## src/design/shrg_pkg.sv

```systemverilog
`timescale 1ns / 1ps
package shrg_pkg;

  localparam logic [31:0] StepInc = 32'he120fc15;
  localparam logic [31:0] MixMulA = 32'h4a39b70d;
  localparam logic [31:0] MixMulB = 32'h12fad5c9;

  localparam int DivSteps = 32;
  localparam int CntW     = $clog2(DivSteps);

  localparam logic FuncSeed = 1'b0;
  localparam logic FuncDraw = 1'b1;

  localparam logic RegWorldSeed = 1'b0;

  typedef enum logic [2:0] {
    ST_IDLE,
    ST_MUL1,
    ST_MUL2,
    ST_MIX,
    ST_DIV,
    ST_DONE
  } state_e;

  // Commands from controller to datapath
  typedef struct packed {
    logic take;       // request accepted this cycle
    logic mul1;       // first mixing multiply
    logic mul2;       // fold, second multiply
    logic mix;        // final fold, set up range reduction
    logic div_step;   // one restoring remainder step
    logic load_out;   // move result into output register
  } shrg_cmd_t;

  // Status from datapath to controller
  typedef struct packed {
    logic range_bad;  // max not above min
    logic cnt_last;   // last remainder step
    logic out_busy;   // output register holds an untaken result
  } shrg_stat_t;

  function automatic logic [31:0] mix_fold(input logic [31:0] p);
    mix_fold = p ^ {16'h0000, p[31:16]};
  endfunction

endpackage

```

## src/design/shrg_ctrl.sv

```systemverilog
`timescale 1ns / 1ps
module shrg_ctrl
  import shrg_pkg::*;
(
  input  logic       clk_i,
  input  logic       rst_ni,
  input  logic       in_valid_i,
  input  logic       in_func_i,
  output logic       in_ready_o,
  input  shrg_stat_t stat_i,
  output shrg_cmd_t  cmd_o
);

  state_e state_q, state_d;
  logic   take;

  assign take = in_valid_i && (state_q == ST_IDLE);

  always_comb begin
    state_d = state_q;
    unique case (state_q)
      ST_IDLE: begin
        if (take && in_func_i == FuncDraw) state_d = ST_MUL1;
      end
      ST_MUL1: state_d = ST_MUL2;
      ST_MUL2: state_d = ST_MIX;
      ST_MIX: begin
        state_d = stat_i.range_bad ? ST_DONE : ST_DIV;
      end
      ST_DIV: begin
        if (stat_i.cnt_last) state_d = ST_DONE;
      end
      ST_DONE: begin
        if (!stat_i.out_busy) state_d = ST_IDLE;
      end
      default: state_d = ST_IDLE;
    endcase
  end

  always_comb begin
    cmd_o          = '0;
    cmd_o.take     = take;
    cmd_o.mul1     = (state_q == ST_MUL1);
    cmd_o.mul2     = (state_q == ST_MUL2);
    cmd_o.mix      = (state_q == ST_MIX);
    cmd_o.div_step = (state_q == ST_DIV);
    cmd_o.load_out = (state_q == ST_DONE) && !stat_i.out_busy;
  end

  assign in_ready_o = (state_q == ST_IDLE);

  always_ff @(posedge clk_i or negedge rst_ni) begin
    if (!rst_ni) begin
      state_q <= ST_IDLE;
    end else begin
      state_q <= state_d;
    end
  end

  a_load_free: assert property (@(posedge clk_i) disable iff (!rst_ni)
    cmd_o.load_out |-> !stat_i.out_busy)
    else $error("result loaded over an untaken result");

  a_div_end: assert property (@(posedge clk_i) disable iff (!rst_ni)
    (state_q == ST_DIV && stat_i.cnt_last) |=> state_q == ST_DONE)
    else $error("remainder loop did not finish");

  a_draw_start: assert property (@(posedge clk_i) disable iff (!rst_ni)
    (take && in_func_i == FuncDraw) |=> state_q == ST_MUL1)
    else $error("draw request did not start mixing");

  a_seed_idle: assert property (@(posedge clk_i) disable iff (!rst_ni)
    (take && in_func_i == FuncSeed) |=> state_q == ST_IDLE)
    else $error("seed request left controller busy");

endmodule

```

## src/design/shrg_dp.sv

```systemverilog
`timescale 1ns / 1ps
module shrg_dp
  import shrg_pkg::*;
(
  input  logic        clk_i,
  input  logic        rst_ni,
  input  shrg_cmd_t   cmd_i,
  output shrg_stat_t  stat_o,
  input  logic        in_func_i,
  input  logic [15:0] in_pos_x_i,
  input  logic [15:0] in_pos_y_i,
  input  logic [31:0] in_range_min_i,
  input  logic [31:0] in_range_max_i,
  input  logic [31:0] world_seed_i,
  output logic        out_valid_o,
  input  logic        out_ready_i,
  output logic [31:0] out_value_o,
  output logic [31:0] out_raw_o,
  output logic        out_err_o
);

  logic [31:0]     gen_q;
  logic [31:0]     lo_q, hi_q;
  logic [31:0]     prod_q;
  logic [31:0]     raw_q;
  logic [31:0]     width_q;
  logic [31:0]     rem_q, dvd_q;
  logic [CntW-1:0] cnt_q;
  logic            out_valid_q;
  logic [31:0]     value_q, out_raw_q;
  logic            err_q;

  logic [31:0] mul_a, mul_b;
  logic [31:0] mul_lo;
  logic [32:0] rem_sh, rem_diff;
  logic        range_bad;

  assign range_bad = !($signed(hi_q) > $signed(lo_q));

  // Only the low word of each product is kept
  assign mul_a  = cmd_i.mul1 ? gen_q : mix_fold(prod_q);
  assign mul_b  = cmd_i.mul1 ? MixMulA : MixMulB;
  assign mul_lo = mul_a * mul_b;

  assign rem_sh   = {rem_q, dvd_q[31]};
  assign rem_diff = rem_sh - {1'b0, width_q};

  always_ff @(posedge clk_i or negedge rst_ni) begin
    if (!rst_ni) begin
      gen_q <= '0;
    end else if (cmd_i.take) begin
      gen_q <= (in_func_i == FuncDraw) ? gen_q + StepInc
                                       : {in_pos_x_i, in_pos_y_i} + world_seed_i;
    end
  end

  always_ff @(posedge clk_i) begin
    if (cmd_i.take) begin
      lo_q <= in_range_min_i;
      hi_q <= in_range_max_i;
    end
    if (cmd_i.mul1 || cmd_i.mul2) prod_q <= mul_lo;
    if (cmd_i.mix) begin
      raw_q   <= mix_fold(prod_q);
      dvd_q   <= mix_fold(prod_q);
      rem_q   <= '0;
      width_q <= hi_q - lo_q;
    end else if (cmd_i.div_step) begin
      dvd_q <= {dvd_q[30:0], 1'b0};
      rem_q <= rem_diff[32] ? rem_sh[31:0] : rem_diff[31:0];
    end
    if (cmd_i.load_out) begin
      out_raw_q <= raw_q;
      err_q     <= range_bad;
      value_q   <= range_bad ? lo_q : lo_q + rem_q;
    end
  end

  always_ff @(posedge clk_i or negedge rst_ni) begin
    if (!rst_ni) begin
      cnt_q <= '0;
    end else if (cmd_i.mix) begin
      cnt_q <= '0;
    end else if (cmd_i.div_step) begin
      cnt_q <= cnt_q + 1'b1;
    end
  end

  always_ff @(posedge clk_i or negedge rst_ni) begin
    if (!rst_ni) begin
      out_valid_q <= 1'b0;
    end else if (cmd_i.load_out) begin
      out_valid_q <= 1'b1;
    end else if (out_ready_i) begin
      out_valid_q <= 1'b0;
    end
  end

  assign stat_o.range_bad = range_bad;
  assign stat_o.cnt_last  = (cnt_q == CntW'(DivSteps - 1));
  assign stat_o.out_busy  = out_valid_q && !out_ready_i;

  assign out_valid_o = out_valid_q;
  assign out_value_o = value_q;
  assign out_raw_o   = out_raw_q;
  assign out_err_o   = err_q;

endmodule

```

## src/design/seeded_hash_random_generator.sv

```systemverilog
`timescale 1ns / 1ps
// Seeded hash random generator. A seed request (tuser = 0) loads the 32-bit
// generator state from {pos_x, pos_y} plus the world_seed register and
// returns nothing. A draw request (tuser = 1) advances the state,
// mixes it through two multiply/xor-fold rounds on one shared 32x32
// multiplier, and reduces the word into [range_min, range_max) with a
// restoring remainder unit that retires one bit per cycle. A draw occupies
// the block through one accept step, two multiply steps, one fold step,
// 32 remainder steps and a load of the output register; when max is not
// above min the remainder steps are skipped and the result flags
// range_error with value = range_min. A finished result sits in the output
// register, so the next request is taken while it waits; a draw that
// completes while the previous result is still untaken holds until it is
// taken. world_seed sits at byte address 0 and must be written only while
// the block is idle.
module seeded_hash_random_generator
  import shrg_pkg::*;
(
  input  logic        clk_i,
  input  logic        rst_ni,
  // Request stream
  input  logic        s_axis_tvalid,
  output logic        s_axis_tready,
  input  logic [95:0] s_axis_tdata,  // pos_x[15:0], pos_y[31:16],
                                     // range_min[63:32], range_max[95:64]
  input  logic        s_axis_tuser,  // func[0]
  // Result stream
  output logic        m_axis_tvalid,
  input  logic        m_axis_tready,
  output logic [63:0] m_axis_tdata,  // value[31:0], raw_word[63:32]
  output logic        m_axis_tuser,  // range_error[0]
  // Configuration port
  input  logic        psel,
  input  logic        penable,
  input  logic        pwrite,
  input  logic [2:0]  paddr,
  input  logic [31:0] pwdata,
  output logic [31:0] prdata,
  output logic        pready
);

  shrg_cmd_t   cmd;
  shrg_stat_t  stat;
  logic [31:0] world_seed_q;
  logic [31:0] value;
  logic [31:0] raw_word;

  // Register file: a single word register, index taken from paddr[2]
  assign pready = 1'b1;

  always_ff @(posedge clk_i or negedge rst_ni) begin
    if (!rst_ni) begin
      world_seed_q <= '0;
    end else if (psel && penable && pwrite && paddr[2] == RegWorldSeed) begin
      world_seed_q <= pwdata;
    end
  end

  assign prdata = (paddr[2] == RegWorldSeed) ? world_seed_q : '0;

  // Sequence the request through the datapath
  shrg_ctrl u_ctrl (
    .clk_i      (clk_i),
    .rst_ni     (rst_ni),
    .in_valid_i (s_axis_tvalid),
    .in_func_i  (s_axis_tuser),
    .in_ready_o (s_axis_tready),
    .stat_i     (stat),
    .cmd_o      (cmd)
  );

  // Hold state, mix, reduce and register the result
  shrg_dp u_dp (
    .clk_i          (clk_i),
    .rst_ni         (rst_ni),
    .cmd_i          (cmd),
    .stat_o         (stat),
    .in_func_i      (s_axis_tuser),
    .in_pos_x_i     (s_axis_tdata[15:0]),
    .in_pos_y_i     (s_axis_tdata[31:16]),
    .in_range_min_i (s_axis_tdata[63:32]),
    .in_range_max_i (s_axis_tdata[95:64]),
    .world_seed_i   (world_seed_q),
    .out_valid_o    (m_axis_tvalid),
    .out_ready_i    (m_axis_tready),
    .out_value_o    (value),
    .out_raw_o      (raw_word),
    .out_err_o      (m_axis_tuser)
  );

  assign m_axis_tdata = {raw_word, value};

endmodule
```

## config.mk

```make
export PLATFORM = sky130hd
export DESIGN_NAME = seeded_hash_random_generator
export DESIGN_NICKNAME = d
export VERILOG_FILES = /design/src/design/shrg_pkg.sv /design/src/design/shrg_ctrl.sv /design/src/design/shrg_dp.sv /design/src/design/seeded_hash_random_generator.sv
export SDC_FILE = /design/constraint.sdc
export NUM_CORES = 2
export LEC_CHECK = 0
export ABC_AREA = 1
export BUFFER_PORTS_ARGS = -buffer_cell sky130_fd_sc_hd__buf_2
export CAP_MARGIN = 20
export CORE_UTILIZATION = 51
export DETAILED_ROUTE_END_ITERATION = 6
export PLACE_DENSITY_LB_ADDON = 0.2
export SETUP_SLACK_MARGIN = 0.2
export SLEW_MARGIN = 30
export SYNTH_ARGS = -nofsm -noshare
export SYNTH_HDL_FRONTEND = slang
export SYNTH_HIERARCHICAL = 1
export SYNTH_SLANG_ARGS = --single-unit
```

## constraint.sdc

```tcl
create_clock -name clk_i -period 9.2 [get_ports clk_i]
set_clock_uncertainty 0.1 [all_clocks]
set_input_delay 0.92 -clock clk_i [delete_from_list [all_inputs] [get_ports clk_i]]
set_output_delay 0.92 -clock clk_i [all_outputs]
set_load 0.02 [all_outputs]
```

======== After elaboration in Yosys (flattened, before gate mapping) ========
Index checks and enable logic that the tools add are counted.
storage, ports and cells
  register bits ........................... 362
  input bits .............................. 139
  logic and storage cells ................. 66
cells by class
  $add $sub $neg .......................... 6
  $mul .................................... 1
  order comparisons ....................... 1
  equality and inequality tests ........... 9
  multiplexer cells ....................... 17
  bitwise logic cells ..................... 2
  reductions and logical operators ........ 15
operators with widths
  kind                    number
  $mux 32                 7
  $add 32x32->32          2
  $sub 33x32->33          1
  $add 32x32->32 const B  1
  $gt 32x32->1            1
  $mul 32x32->32          1
  $sub 32x32->32          1
  $xor 32x16->32          1
  $mux 31                 1
  $pmux 3 s6              1
  $mux 5                  2
  $mux 3                  3
  $logic_and 1x1->1       7
  $eq 3x2->1 const B      2
  $eq 3x3->1 const B      2
  $add 5x1->5 const B     1
  $eq 5x5->1 const B      1
  $ne 2x1->1 const B      2
  $reduce_bool 2->1       2
  $eq 3x1->1 const B      1
  $logic_not 1->1         3
  $logic_not 3->1         1
  $mux 1                  3
  $reduce_and 3->1        1
  other kinds (3)         3

======== Logic depth before layout (Yosys ltp) ========
  word-level depth ........................ 5
  depth in mapped cells ................... 40
  mapped depth without buffers ............ 38

======== Cells and area by module ========
The synthesis kept the hierarchy.
modules (own cells, without submodules)
  module                        instances  cells an instance  area an instance (µm²)
  shrg_dp                       1          4014               32806.5
  seeded_hash_random_generator  1          212                1586.5
  shrg_ctrl                     1          33                 216.5

======== Worst setup path before layout ========
No wires, ideal clock.
  path type ............................... register to register
  start ................................... register u_ctrl.state_q[1]
  end ..................................... register u_dp.prod_q[29], data pin
  library setup time ...................... 259 ps
  arrival time ............................ 7108 ps
  path slack .............................. 1733 ps
  stages on the path, launching flop included .. 29
  path buffers ............................ 4
  clock period less this slack ............ 7467 ps
  cells stage by stage .................... dfrtp_1 inv_1 nand2_1 nor2_1 buf_4 buf_4 clkbuf_1 clkbuf_1 o21ai_0 fa_1 fa_1 inv_1 fa_1 inv_1 fa_1 inv_1 fa_1 fa_1 fa_1 fa_1 inv_1 ha_1 nand2_1 nor3_1 nand4_1 nand3_1 nand3_1 nand2_1 xor2_1
RTL lines
  what                    line             source
  start, declared         shrg_ctrl.sv:14  state_e state_q, state_d;
  start signal, assigned  shrg_ctrl.sv:56  state_q <= state_d;
  end signal, assigned    shrg_dp.sv:62    if (cmd_i.mul1 || cmd_i.mul2) prod_q <= mul_lo;
  end, declared           shrg_dp.sv:24    logic [31:0] prod_q;

==> results.json <==
{
  "status": "completed",
  "chipHeight_um": 262.5,
  "die_area_mm2": 0.06891,
  "cts_tree": "yes",
  "vias": 28970,
  "finalHoldViolations": 0,
  "netlist_area_mm2": 0.03461,
  "port_buffers": 235,
  "synth_edf_count": 257,
  "area_delta_synth_final_pct": 10.80,
  "slew_headroom_pct": 37.19,
  "yosysTopAreaCellShare_pct": 22.30,
  "wl_per_cell_um": 19.29,
  "rrSetupSlack_ns": 0.71,
  "synthAdderAreaFrac_pct": 26.49,
  "cp.arrival_ns": 8.72,
  "drt_pass1_iterations": 5,
  "clock_sinks": 362,
  "critPathMaxFanout": 19,
  "num_io_pins": 239,
  "routed_wl_mm": 104.6,
  "htree_levels": 2,
  "rows": 95,
  "period_share_pct": 92.28,
  "synth_compound_gate_area_share_pct": 9.602,
  "root_buffer": "clkbuf_16",
  "finalMaxSlewViolations": 0,
  "synth_area_leader_cell": "edfxtp_1",
  "synth_top_flop_cell": "edfxtp_1",
  "layout_common_cells": "948 x nand2_1, 839 x inv_1, 325 x nor2_1, 320 x ha_1, 258 x fa_1",
  "layout.nets": 5232,
  "cts_buffer_depth": 3,
  "antenna_found_initial": 5,
  "critical_path_class": "register to register",
  "clkSlewWorstSetupHoldPaths_ns": 0.06,
  "max-cap-violations": 0,
  "postRouteAntennaNets": 0,
  "rr_endpoint": "u_dp/prod_q[27]",
  "finalSetupTns_ns": 0,
  "r2r_cells": 32,
  "post_cts_buffers": 0,
  "cts_resized": 0,
  "first_iter_violations": 2369,
  "worst_setup_path_end_kind": "register",
  "numCtsBuffers": 43,
  "max_stage_delay_ns": 0.58,
  "synth_top_family_by_area": "adder cells",
  "cp_num_cells": 32,
  "finalSetupViolations": 0,
  "gp_congestion": 1.004,
  "synth_area_leaders": "edfxtp_1 22%, fa_1 15%, ha_1 12%, nand2_1 10%, inv_1 9.1%",
  "critical_path.slowest_cell": "fa_1",
  "crit_path_frequent_cell": "inv_1",
  "start_util_pct": 51.53,
  "mostFrequentLayoutCell": "nand2_1",
  "synth-seq-cells": 362,
  "clock.fmax_mhz": 117.8,
  "critical-path-top-delay-family": "adder cells",
  "rsz0062_at_grt": "false",
  "grt-ovfl-total": 0,
  "r2r_start": "u_ctrl/state_q[0]",
  "async_reset_ff_share_pct": 20.17,
  "path_buf_inv": 10,
  "hold_path_class": "primary input to async pin",
  "grt_start_max_net_pins": 68,
  "drive_gt1_share_pct": 9.780,
  "grt_pass1_vias": 28410,
  "dp_hpwl_mm": 86.39,
  "yosysWarnings": 6,
  "synth.avg_cell_area_um2": 8.126,
  "synthSimpleGateAreaFrac_pct": 20.57,
  "fin_hold_ws_ns": 0.09852,
  "vias_per_cell": 5.340,
  "cp-start-kind": "register",
  "core-area_mm2": 0.06716,
  "crit_required_ns": 9.43,
  "worst_slew_pin_slew_ns": 0.9323,
  "muxShareOfSynthArea_pct": 0,
  "layout_min_cycle_time_ns": 8.490,
  "die_x_um": 262.5,
  "synth-xor-area-share_pct": 3.391,
  "hold_buffers": 0,
  "synthDistinctLibCells": 60,
  "syn-instance-count": 4259,
  "drc": 0,
  "grt_pass1_wl_mm": 162.3,
  "synth_seq_area_share_pct": 29.43,
  "grt_use_total_pct": 30.57,
  "clk_latency_ns": 0.61
}
## sequential cells by signal, indices dropped and copies added, names as in the netlist
name / count
u_dp/prod_q: 32
u_dp/out_err_o: 1
u_dp/raw_q: 32
u_dp/out_value_o: 32
u_dp/lo_q: 32
u_dp/rem_q: 32
u_dp/width_q: 32
u_dp/dvd_q: 32
u_dp/gen_q: 32
u_dp/out_valid_o: 1
u_dp/out_raw_o: 32
u_dp/cnt_q: 5
world_seed_q: 32
u_ctrl/state_q: 3
u_dp/hi_q: 32
## layout make-up
class / instances / area [um^2]
fill: 6285 / 28810
multi-input combinational: 2986 / 20870
sequential: 362 / 10180
inverter: 850 / 3192
timing repair buffer: 272 / 1456
clock buffer: 53 / 1144
tap: 873 / 1092
clock inverter: 27 / 401.6
antenna: 2 / 5.005
## through the flow
step	cell area, um^2	std cells	setup WS (ns)	utilization, %
global placement	36800	5343	0.9529	54.79
finish	38350	5425	0.7104	57.10
floorplan	34650	4271	1.733	-
detailed placement	36800	5343	0.8925	54.79
global route	38350	5425	0.2071	57.10
CTS	38340	5423	0.8690	57.09
## cell families (layout without fill, tap and decap cells)
family,Yosys count,in the layout
AOI/OAI and AO/OA,579,579
xor gates and xnor gates,134,134
adders and majority gates,578,578
buffers and inverters,923,1202
DFF,362,362
other,3,17
and+or+nand+nor,1680,1680
## synth_stat cells (30+ instances only)
cell type  number
nand2_1       948
inv_1         840
nand4_1        30
a21oi_1       217
clkbuf_1       34
xor2_1         82
a21o_1         32
nor3_1         33
xnor2_1        52
o21ai_0       179
nor2_1        329
ha_1          320
fa_1          258
edfxtp_1      257
dfrtp_1        73
o21bai_1       31
nand3_1       250
dfxtp_1        32
## metal layers
metal | track usage [%] | share of wire (%) | wire (um)
met1 | 42.41 | 44 | 45880
met2 | 49.83 | 46 | 48370
met3 | 4.873 | 7.4 | 7761
met4 | 7.838 | 2.5 | 2625
met5 | 0 | 0.012 | 13
## worst max path at each step
stage / start / to / slack (ns)
2_1_floorplan: u_ctrl/state_q[1] / u_dp/prod_q[29] / 1.73
3_3_place_gp: u_ctrl/state_q[0] / u_dp/prod_q[31] / 0.95
3_5_place_dp: u_ctrl/state_q[0] / u_dp/prod_q[31] / 0.89
4_1_cts: u_ctrl/state_q[1] / u_dp/prod_q[31] / 0.87
5_1_grt: u_ctrl/state_q[0] / u_dp/prod_q[27] / 0.21
6_report: u_ctrl/state_q[0] / u_dp/prod_q[27] / 0.71
## worst register-to-register path: cells and delay by family (launching register included)
| family | cells | cell delay [ns] |
|---|---|---|
| adders and majority gates | 9 | 3.64 |
| and+or+nand+nor | 11 | 2.29 |
| buffers and inverters | 10 | 1.19 |
| DFF | 1 | 0.49 |
| xor gates and xnor gates | 1 | 0.45 |
| AOI/OAI and AO/OA | 1 | 0.07 |
Power is left out: the tool's default activity adds up to more than one toggle a clock period on the data nets, which glitch-free logic cannot reach.
